**src/rtl/assert_macros.svh**
```systemverilog
// Assertion helpers for the lbs block.
`ifndef ASSERT_MACROS_SVH
`define ASSERT_MACROS_SVH

// a holds -> c holds in the same cycle
`define LBS_ASSERT_IMP(lbl, clk, rst_n, a, c, msg) \
	lbl: assert property (@(posedge clk) disable iff (!rst_n) (a) |-> (c)) else $error(msg);

// a holds -> c holds in the next cycle
`define LBS_ASSERT_NXT(lbl, clk, rst_n, a, c, msg) \
	lbl: assert property (@(posedge clk) disable iff (!rst_n) (a) |=> (c)) else $error(msg);

`endif

```
**src/rtl/lbs_pkg.sv**
```systemverilog
`default_nettype none
package lbs_pkg;
	localparam int MAX_BONES  = 64;
	localparam int MAT_ELEMS  = 12;
	localparam int BONE_W     = 6;
	localparam int IDX_W      = 4;
	localparam int DATA_W     = 32;
	localparam int WGT_W      = 16;
	localparam int ACC_W      = 48;
	localparam int TBL_DEPTH  = MAX_BONES * MAT_ELEMS;
	localparam int TBL_AW     = $clog2(TBL_DEPTH);
	localparam int FIFO_DEPTH = 4;
	localparam int FIFO_AW    = $clog2(FIFO_DEPTH);

	typedef enum logic [1:0] {
		OP_MATRIX = 2'd0,
		OP_FLAG   = 2'd1,
		OP_BLEND  = 2'd2,
		OP_NONE   = 2'd3
	} op_t;

	// blend command handed from front to back
	typedef struct packed {
		logic [BONE_W-1:0]        bone;
		logic signed [DATA_W-1:0] x;
		logic signed [DATA_W-1:0] y;
		logic signed [DATA_W-1:0] z;
		logic [WGT_W-1:0]         w;
		logic                     last;
		logic                     active;
	} cmd_t;

	function automatic logic [TBL_AW-1:0] tbl_addr(input logic [BONE_W-1:0] bone,
			input logic [IDX_W-1:0] idx);
		tbl_addr = TBL_AW'(int'(bone) * MAT_ELEMS + int'(idx));
	endfunction
endpackage
`default_nettype wire

```
**src/rtl/lbs_fifo.sv**
```systemverilog
`default_nettype none
module lbs_fifo import lbs_pkg::*; (
	input  wire logic clk,
	input  wire logic arst_n,
	input  wire logic push,
	input  wire cmd_t wdata,
	output logic      full,
	input  wire logic pop,
	output cmd_t      rdata,
	output logic      empty
);
	cmd_t               mem_q [FIFO_DEPTH];
	logic [FIFO_AW-1:0] wr_ptr_q;
	logic [FIFO_AW-1:0] rd_ptr_q;
	logic [FIFO_AW:0]   count_q;

	assign full  = (count_q == (FIFO_AW+1)'(FIFO_DEPTH));
	assign empty = (count_q == '0);
	assign rdata = mem_q[rd_ptr_q];

	always_ff @(posedge clk) begin
		if (push && !full) begin
			mem_q[wr_ptr_q] <= wdata;
		end
	end

	always_ff @(posedge clk or negedge arst_n) begin
		if (!arst_n) begin
			wr_ptr_q <= '0;
			rd_ptr_q <= '0;
			count_q  <= '0;
		end else begin
			if (push && !full) begin
				wr_ptr_q <= wr_ptr_q + 1'b1;
			end
			if (pop && !empty) begin
				rd_ptr_q <= rd_ptr_q + 1'b1;
			end
			unique case ({push && !full, pop && !empty})
				2'b10:   count_q <= count_q + 1'b1;
				2'b01:   count_q <= count_q - 1'b1;
				default: count_q <= count_q;
			endcase
		end
	end
endmodule
`default_nettype wire

```
**config.mk**
```make
export PLATFORM = sky130hd
export DESIGN_NAME = lbs_fifo
export DESIGN_NICKNAME = d
export VERILOG_FILES = /design/src/rtl/assert_macros.svh /design/src/rtl/lbs_pkg.sv /design/src/rtl/lbs_fifo.sv
export SDC_FILE = /design/constraint.sdc
export NUM_CORES = 1
export LEC_CHECK = 0
export BUFFER_PORTS_ARGS = -buffer_cell sky130_fd_sc_hd__buf_2
export CORE_ASPECT_RATIO = 0.9
export CORE_UTILIZATION = 45
export DETAILED_ROUTE_END_ITERATION = 7
export GPL_TIMING_DRIVEN = 0
export MAX_ROUTING_LAYER = met4
export PLACE_DENSITY_LB_ADDON = 0.12
export SLEW_MARGIN = 10
export SYNTH_ARGS = -nofsm -noshare
export SYNTH_HDL_FRONTEND = slang
export SYNTH_SLANG_ARGS = --single-unit
```
**constraint.sdc**
```tcl
create_clock -name clk -period 12.4 [get_ports clk]
set_clock_uncertainty 0.05 [all_clocks]
set_input_delay 2.48 -clock clk [delete_from_list [all_inputs] [get_ports clk]]
set_output_delay 2.48 -clock clk [all_outputs]
set_load 0.01 [all_outputs]
```
==> key figures <==
Placement
  • Cell Area, Placed: 19,900 sq um
  • DP Wirelength: 20,800 um
  • Final Wtd Congestion: 0.696
  • IO buf count: 245

Route
  • First-pass DRT Iterations: 5
  • Routed Antenna Nets: 0
  • Top sig layer: met4
  • DRT iter0 DRCs: 484
  • Vias: 7,812
  • Met1 Routed Length: 14,300 um
  • Met3 wire length: 2200 um
  • Routed vias/inst: 5.08
  • Post-route DRC: 0
  • Drt wl/cell: 21.9 um
  • Drt total wl: 33,800 um
  • WL met2: 16,600 um

Timing
  • Tcrit/Tclk final: 0.382
  • F_max: 0.211 GHz
  • Fin crit period: 4.74 ns
  • Final setup TNS: 0 ns
  • RSZ-0062 raised after global routing: false
  • Slew HR: 0.503
  • Final hold vios: 0
  • Slew at the pin closest to its max-slew limit: 0.745 ns
  • Slew Viols, Final: 0
  • Setup-failing EPs final: 0

Setup path
  • CP Capture Type: output port
  • Critical Path Source Type: flip-flop
  • Crit path max fanout: 10
  • Crit path kind: flip-flop to output port
  • Worst Path Arrival: 2.21 ns
  • Worst path required time: 9.87 ns

Synthesis
  • Post-synthesis adder-cell area fraction: 0.00464
  • Synth area leaders: edfxtp_1 81%, mux4_2 15%, dfrtp_1 0.98%
  • Avg Cell Area, Syn: 26.8 sq um
  • Synth area leader: edfxtp_1
  • Synth Area in Compound Gates: 0.000492
  • Post-synthesis cell type count: 24
  • Synth top cells by count: 480 x edfxtp_1, 120 x mux4_2, 10 x buf_2
  • Synth warn: 0
  • Mux cell area share after synthesis: 0.153
  • Post-Synth XOR/XNOR Area: 0.00295
  • Share of the synthesized area in the top cell type: 0.809
  • Largest family of logic cells by synthesized area: multiplexers
  • Seq cells post-synth: 487
  • Syn nets: 794
  • Post-Syn Instances: 664
  • Synth Flop Type: edfxtp_1
  • Count leader, synth: edfxtp_1
  • Sequential-to-total area share from yosys stat: 0.819
  • Post-synth EDFFs: 480
  • Synth Cell Area: 17,800 sq um
  • Synth Area in Simple Gates: 0.00288
  • Asr flop ratio synth: 0.0144

Clock tree
  • Post-cts gate resize count: 0
  • CTS sink count: 487
  • # Post-CTS Setup Buffers: 0
  • CTS tree: yes
  • Max Buffers Root-to-Sink: 3
  • Total CTS buffers: 49
  • Clock Tree Root: clkbuf_16
  • Hold Buf Count CTS: 0
  • Clk_lat worst skew: 0.56 ns
  • Clock transition at path regs: 0.05 ns
  • H-tree levels: 2

Cells and area
  • Area growth, synth to finish: 20.7%
  • Fin util: 0.555
  • Layout Nets: 1,098
  • Share of cells above drive strength 1: 0.466
  • Design area: 21,500 sq um

Run
  • Max-cap violations: 0

Floorplanning
  • Initial Util: 0.460
  • Die ar.: 40,400 sq um
  • Core box area: 38,700 sq um
  • Die W: 212 um
  • FP Rows: 68
  • Die Ht: 191 um
  • Top Ports: 246

GRT
  • Grt ovf: 0
  • First-pass GRT wire length: 50,900 um
  • Vias in the first global route: 8,331
  • Total GRT Usage: 0.178
  • Initial antenna violation count: 5
  • Maximum number of pins on one net before global-route repair: 51

Pwr
  • Pwr Total: 0.00523 W
  • Worst VDD drop: 0.135 mV
  • Power per cell area: 244 nW/um^2
  • Lkg Pwr: 7.35 nW

Run status
  • Status: complete, no violations

Hold path
  • Worst hold path type: flip-flop to flip-flop
## final timing paths
path | startpoint | to | slack [ns] | depth (start not counted)
max | rd_ptr_q[1]$_DFFE_PN0P_ | rdata[87] | 7.66 | 4
min | count_q[2]$_DFFE_PN0P_ | count_q[2]$_DFFE_PN0P_ | 0.46 | 1
max reg2reg | count_q[2]$_DFFE_PN0P_ | mem_q[2][51]$_DFFE_PP_ | 9.96 | 4
min reg2reg | count_q[2]$_DFFE_PN0P_ | count_q[2]$_DFFE_PN0P_ | 0.46 | 1
max in group asynchronous | arst_n | rd_ptr_q[1]$_DFFE_PN0P_ | 10.44 | 1
min in group asynchronous | arst_n | rd_ptr_q[0]$_DFFE_PN0P_ | 1.70 | 1
## power by group
group,total (W),switching [W],internal (W)
sequential,0.00224,0.0000650,0.00217
combinational,0.00158,0.000845,0.000738
clock,0.00141,0.000587,0.000826
total,0.00523,0.00150,0.00374
## critical path, cell delays in order, from the launching register on
cell     delay (ns)
dfrtp_1        0.38
buf_2          0.35
buf_2          0.38
mux4_2         0.36
buf_2          0.17
## placed cells by master, fill, tap and decap left out
cell type	synthesis	final
and2_4	0	4
buf_1	2	2
buf_12	8	8
buf_16	0	8
buf_2	10	255
buf_4	4	4
buf_6	1	1
buf_8	1	1
bufinv_16	0	3
clkbuf_1	1	14
clkbuf_16	0	51
clkbuf_8	0	2
clkinv_1	0	10
clkinv_2	0	9
clkinv_4	0	1
clkinvlp_4	0	1
dfrtp_1	7	7
diode_2	0	6
edfxtp_1	480	480
fa_1	1	1
ha_1	5	5
inv_1	6	6
inv_6	0	1
mux2_2	1	1
mux2i_1	1	1
mux4_2	120	120
nand2_1	1	1
nor2_1	1	1
nor2b_1	1	1
nor3_1	1	1
nor3b_1	1	1
o31a_1	1	1
xnor2_1	3	3
xor2_1	3	3
## flip-flops by register name, indices dropped and copies added (netlist names)
register / cells
rd_ptr_q: 2
count_q: 3
wr_ptr_q: 2
mem_q: 480
## stage by stage
step / instances / setup slack (ns) / hold WS (ns)
after detailed placement: 1442 / 7.86 / 0.448
after global placement: 1434 / 3.68 / 0.449
final: 1539 / 7.66 / 0.463
after floorplan: 664 / 6.25 / 0.427
after CTS: 1533 / 7.54 / 0.461
after global routing: 1538 / 7.52 / 0.496
## logic make-up (layout without fill, tap and decap cells)
| kind of cell | after synthesis | count (layout) |
|---|---|---|
| flip-flops | 487 | 487 |
| XOR/XNOR | 6 | 6 |
| buffers and inverters | 33 | 377 |
| multiplexers | 122 | 122 |
| AO/OA/AOI/OAI | 1 | 1 |
| adder cells (fa/ha/maj) | 6 | 6 |
| AND/OR/NAND/NOR | 9 | 9 |
| other | 0 | 6 |
## routing by layer
metal	GRT usage	vias to the layer above
met5	-	-
met1	0.231	4049
met4	0.0582	0
met2	0.274	208
li1	-	3508
met3	0.0469	47
## final cells by class
class,instances,area [sq um]
clock buffer,66,1350
antenna,6,15.0
timing repair buffer,253,1450
multi-input combinational,144,2930
clock inverter,25,198
tap,525,657
buffer,27,278
sequential,487,14600
inverter,6,22.5
fill,2925,17200
Power figures use the tool's default switching activity.
