==> config.mk <==
export PLATFORM = sky130hd
export DESIGN_NAME = lbs_front
export DESIGN_NICKNAME = d
export VERILOG_FILES = /design/src/rtl/assert_macros.svh /design/src/rtl/lbs_pkg.sv /design/src/rtl/lbs_front.sv
export SDC_FILE = /design/constraint.sdc
export NUM_CORES = 1
export LEC_CHECK = 0
export BUFFER_PORTS_ARGS = -buffer_cell sky130_fd_sc_hd__buf_2
export CORE_AREA = 2 2 125 127
export CTS_BUF_LIST = sky130_fd_sc_hd__clkbuf_4 sky130_fd_sc_hd__clkbuf_8
export DETAILED_ROUTE_END_ITERATION = 8
export DIE_AREA = 0 0 127 129
export MAX_ROUTING_LAYER = met4
export PLACE_DENSITY = 0.75
export SYNTH_ARGS = -nofsm -noshare
export SYNTH_HDL_FRONTEND = slang
export SYNTH_SLANG_ARGS = --single-unit
==> constraint.sdc <==
create_clock -name clk -period 3.4 [get_ports clk]
set_input_delay 0 -clock clk [delete_from_list [all_inputs] [get_ports clk]]
set_output_delay 0 -clock clk [all_outputs]
set_load 0.1 [all_outputs]
==> src/rtl/assert_macros.svh <==
// Assertion helpers for the lbs block.
`ifndef ASSERT_MACROS_SVH
`define ASSERT_MACROS_SVH

// a holds -> c holds in the same cycle
`define LBS_ASSERT_IMP(lbl, clk, rst_n, a, c, msg) \
	lbl: assert property (@(posedge clk) disable iff (!rst_n) (a) |-> (c)) else $error(msg);

// a holds -> c holds in the next cycle
`define LBS_ASSERT_NXT(lbl, clk, rst_n, a, c, msg) \
	lbl: assert property (@(posedge clk) disable iff (!rst_n) (a) |=> (c)) else $error(msg);

`endif

==> src/rtl/lbs_pkg.sv <==
`default_nettype none
package lbs_pkg;
	localparam int MAX_BONES  = 64;
	localparam int MAT_ELEMS  = 12;
	localparam int BONE_W     = 6;
	localparam int IDX_W      = 4;
	localparam int DATA_W     = 32;
	localparam int WGT_W      = 16;
	localparam int ACC_W      = 48;
	localparam int TBL_DEPTH  = MAX_BONES * MAT_ELEMS;
	localparam int TBL_AW     = $clog2(TBL_DEPTH);
	localparam int FIFO_DEPTH = 4;
	localparam int FIFO_AW    = $clog2(FIFO_DEPTH);

	typedef enum logic [1:0] {
		OP_MATRIX = 2'd0,
		OP_FLAG   = 2'd1,
		OP_BLEND  = 2'd2,
		OP_NONE   = 2'd3
	} op_t;

	// blend command handed from front to back
	typedef struct packed {
		logic [BONE_W-1:0]        bone;
		logic signed [DATA_W-1:0] x;
		logic signed [DATA_W-1:0] y;
		logic signed [DATA_W-1:0] z;
		logic [WGT_W-1:0]         w;
		logic                     last;
		logic                     active;
	} cmd_t;

	function automatic logic [TBL_AW-1:0] tbl_addr(input logic [BONE_W-1:0] bone,
			input logic [IDX_W-1:0] idx);
		tbl_addr = TBL_AW'(int'(bone) * MAT_ELEMS + int'(idx));
	endfunction
endpackage
`default_nettype wire

==> src/rtl/lbs_front.sv <==
`default_nettype none
module lbs_front import lbs_pkg::*; (
	input  wire logic                     clk,
	input  wire logic                     arst_n,
	input  wire logic                     push,
	output logic                          full,
	input  wire logic [1:0]               opcode,
	input  wire logic [BONE_W-1:0]        bone,
	input  wire logic [IDX_W-1:0]         entry_index,
	input  wire logic signed [DATA_W-1:0] entry_value,
	input  wire logic signed [DATA_W-1:0] vertex_x,
	input  wire logic signed [DATA_W-1:0] vertex_y,
	input  wire logic signed [DATA_W-1:0] vertex_z,
	input  wire logic [WGT_W-1:0]         weight,
	input  wire logic                     last_of_vertex,
	input  wire logic                     back_busy,
	input  wire logic                     fifo_full,
	output logic                          fifo_push,
	output cmd_t                          fifo_wdata,
	output logic                          ram_we,
	output logic [TBL_AW-1:0]             ram_waddr,
	output logic [DATA_W-1:0]             ram_wdata
);
	logic [MAX_BONES-1:0] weighted_q;
	op_t                  op;
	logic                 accept;
	logic                 in_range;

	assign op       = op_t'(opcode);
	assign in_range = (int'(bone) < MAX_BONES);
	assign accept   = push && !full;

	// table writes wait until queued blends have read the table
	always_comb begin
		unique case (op)
			OP_MATRIX: full = back_busy;
			OP_BLEND:  full = fifo_full;
			default:   full = 1'b0;
		endcase
	end

	assign ram_we    = accept && (op == OP_MATRIX) && in_range
		&& (int'(entry_index) < MAT_ELEMS);
	assign ram_waddr = tbl_addr(bone, entry_index);
	assign ram_wdata = entry_value;

	assign fifo_push         = accept && (op == OP_BLEND);
	assign fifo_wdata.bone   = bone;
	assign fifo_wdata.x      = vertex_x;
	assign fifo_wdata.y      = vertex_y;
	assign fifo_wdata.z      = vertex_z;
	assign fifo_wdata.w      = weight;
	assign fifo_wdata.last   = last_of_vertex;
	assign fifo_wdata.active = in_range && weighted_q[bone];

	always_ff @(posedge clk or negedge arst_n) begin
		if (!arst_n) begin
			weighted_q <= '0;
		end else if (accept && (op == OP_FLAG) && in_range) begin
			weighted_q[bone] <= entry_value[0];
		end
	end
endmodule
`default_nettype wire

==> impl_metrics.json <==
{
  "p_int_uw": 1300,
  "p_leak_uw": 0.00199,
  "syn_to_final_growth_pct": -12.7,
  "tightestPinTransition_ps": 969,
  "io_pins": 327,
  "coreArea_sq_mm": 0.0150,
  "clock_latency_ps": 330,
  "htree_levels": 3,
  "grt_usage_pct": 21.6,
  "grt.overflow.total": 0,
  "crit_start": "bone[1]",
  "slew_viol_final": 0,
  "fin_nets": 521,
  "io_buffers": 34,
  "yosysSeqAreaShare_pct": 32.2,
  "cts_tree": "built",
  "synthTopCellsByCount": "153 x buf_4, 65 x nand2_1, 64 x dfrtp_1, 64 x mux2_2",
  "antenna_found_initial": 0,
  "fin_crit_ps": 2750,
  "rsz0062_at_grt": "no",
  "drc": 0,
  "die_h_um": 129,
  "reg2reg_depth": 1,
  "wirelength_mm": 17.8,
  "dp.final_hpwl_mm": 14.5,
  "yosysMostFrequentCell": "buf_4",
  "cts_resized": 0,
  "drive_gt1_share_pct": 39.8,
  "critPathCaptureType": "output pin",
  "yosysTopAreaCell": "dfrtp_1",
  "dr.pass1.iters": 4,
  "cp_max_fo": 21,
  "synth_flop_cell": "dfrtp_1",
  "die-area_sq_mm": 0.0164,
  "gp_congestion": 1.01,
  "grt_pass1_vias": 2994,
  "dp_cells": 519,
  "setup_viol": 0,
  "worstSetupPathType": "input port to output pin",
  "synth_top_cell_area_share_pct": 32.2,
  "start_util_pct": 33.3,
  "netlist_instances": 476,
  "rr_startpoint": "weighted_q[3]$_DFFE_PN0P_",
  "viasPerCell": 5.39,
  "vias": 2885,
  "largest_reg_flops": 64,
  "p_sw_uw": 634,
  "rows": 45,
  "post-route-period-util_pct": 80.9,
  "grt_max_degree": 66,
  "syn_area_per_cell_sq_um": 10.5,
  "grt_pass1_wl_mm": 23.6,
  "cts_hold_buf": 1,
  "maxCapViolations": 0,
  "cts_buffer_depth": 2,
  "cp.arrival_ps": 2750,
  "wl_per_cell_um": 33.2,
  "yosys_warnings": 0,
  "power_uw": 1930,
  "postRouteAntennaNets": 0,
  "p_per_area_mw_per_mm2": 444,
  "hp-class": "input port to output pin",
  "clock-sinks": 64,
  "swShare_pct": 32.8,
  "ys_ff_latch": 64,
  "synth_area_leaders": "dfrtp_1 32%, buf_4 23%, mux2_2 14%",
  "dr.first_iter.drc_count": 185,
  "outcome": "finished clean",
  "cp.required_ps": 3400,
  "peakVddDrop_uv": 211,
  "regMostFlops": "weighted_q",
  "cts_made_buffers": 9,
  "power_frac_seq_pct": 42.3,
  "r2r_slack_ps": 2620,
  "synthArstFlopShare_pct": 100,
  "ctsRootBufferMaster": "clkbuf_8",
  "finalClockSkew_ps": 0,
  "whs_path_depth": 0,
  "syn-cell-area_sq_mm": 0.00498,
  "reg_top3": "weighted_q (64)",
  "min_to": "ram_wdata[3]",
  "synth_edf_count": 0,
  "syn_nets": 654,
  "r2r_end": "weighted_q[3]$_DFFE_PN0P_",
  "power_frac_clock_pct": 33.9,
  "start_kind": "input port",
  "hold_viol": 0,
  "die_w_um": 127,
  "yosysUniqueCellTypes": 45,
  "diodes": 0,
  "layout.cells.non_filler": 535,
  "min_from": "entry_value[3]",
  "postCtsSetupBuffers": 0,
  "relSlewSlack_pct": 35.4,
  "p_comb_share_pct": 23.8,
  "max_freq_ghz": 0.364
}
-- how the worst max path moves through the flow --
stage                              end  slack, ps  depth (start not counted)
after floorplan                 ram_we        -90                          2
after global routing      ram_waddr[9]        510                          9
final                     ram_waddr[9]        650                          9
after global placement    ram_waddr[9]        750                          9
after CTS                 ram_waddr[9]        650                          9
after detailed placement  ram_waddr[9]        670                          9
-- worst max-delay path, cell delays in order --
cell and delay [ps]:
buf_2 420, inv_1 200, ha_1 330, a211o_1 330, and3_1 200, nor4b_1 570
o211ai_1 180, nand3_1 100, buf_2 420
-- power groups by stage --
| stage | combinational [uW] | sequential (uW) | clock [uW] |
|---|---|---|---|
| after detailed placement | 459 | 830 | 0 |
| after CTS | 462 | 815 | 668 |
| after global routing | 487 | 819 | 696 |
| after floorplan | 1190 | 822 | 0 |
| final | 459 | 816 | 653 |
| after global placement | 452 | 826 | 0 |
-- cell type report --
type,count,area [sq um]
fillers,1505,10600
multi-input cells,224,2090
flip-flops and latches,64,1600
well taps,188,235
repair buffers,38,203
clock buffers,12,153
clock inverters,3,42.5
inverters,6,22.5
-- metal layers --
metal,part of all wire [%],GRT usage [%],up-vias,routed length (um)
met2,41,28.0,320,7290
met3,34,33.6,29,6010
met5,0,-,-,0
met4,2.0,5.88,0,350
li1,-,-,1172,-
met1,23,15.0,1364,4120
-- through the flow --
stage	hold WS [ps]	area [sq um]	util (%)	setup TNS, ps	setup WS (ps)
3_3_place_gp	0.681	4140	27.7	0	748
6_report	0.0439	4350	29.0	0	650
5_1_grt	0.176	4350	29.0	0	507
4_1_cts	0.681	4350	29.0	0	651
3_5_place_dp	0.681	4140	27.7	0	667
2_1_floorplan	-296	5000	-	-94.6	-94.6
-- cells by family after synthesis --
family | Yosys count | synth area share, %
buf+inv | 188 | 26.2
simple gates | 102 | 9.75
mux | 86 | 24.4
flops | 64 | 32.2
fa+ha+maj | 16 | 4.32
compound gates | 14 | 2.14
xor+xnor | 6 | 1.06
-- layout by cell type (no fill, tap or decap), drive strengths merged, types with 2 or more instances in the layout --
| master | count |
|---|---|
| a21oi | 2 |
| and2 | 12 |
| buf | 37 |
| clkbuf | 12 |
| clkinv | 2 |
| dfrtp | 64 |
| fa | 2 |
| ha | 14 |
| inv | 5 |
| mux2 | 64 |
| mux4 | 21 |
| nand2 | 65 |
| nand2b | 2 |
| nor2 | 3 |
| nor2b | 6 |
| nor3b | 2 |
| nor4b | 2 |
| o21a | 2 |
| o21ai | 2 |
| xnor2 | 5 |
No activity file was read; power rests on OpenSTA's default activity.
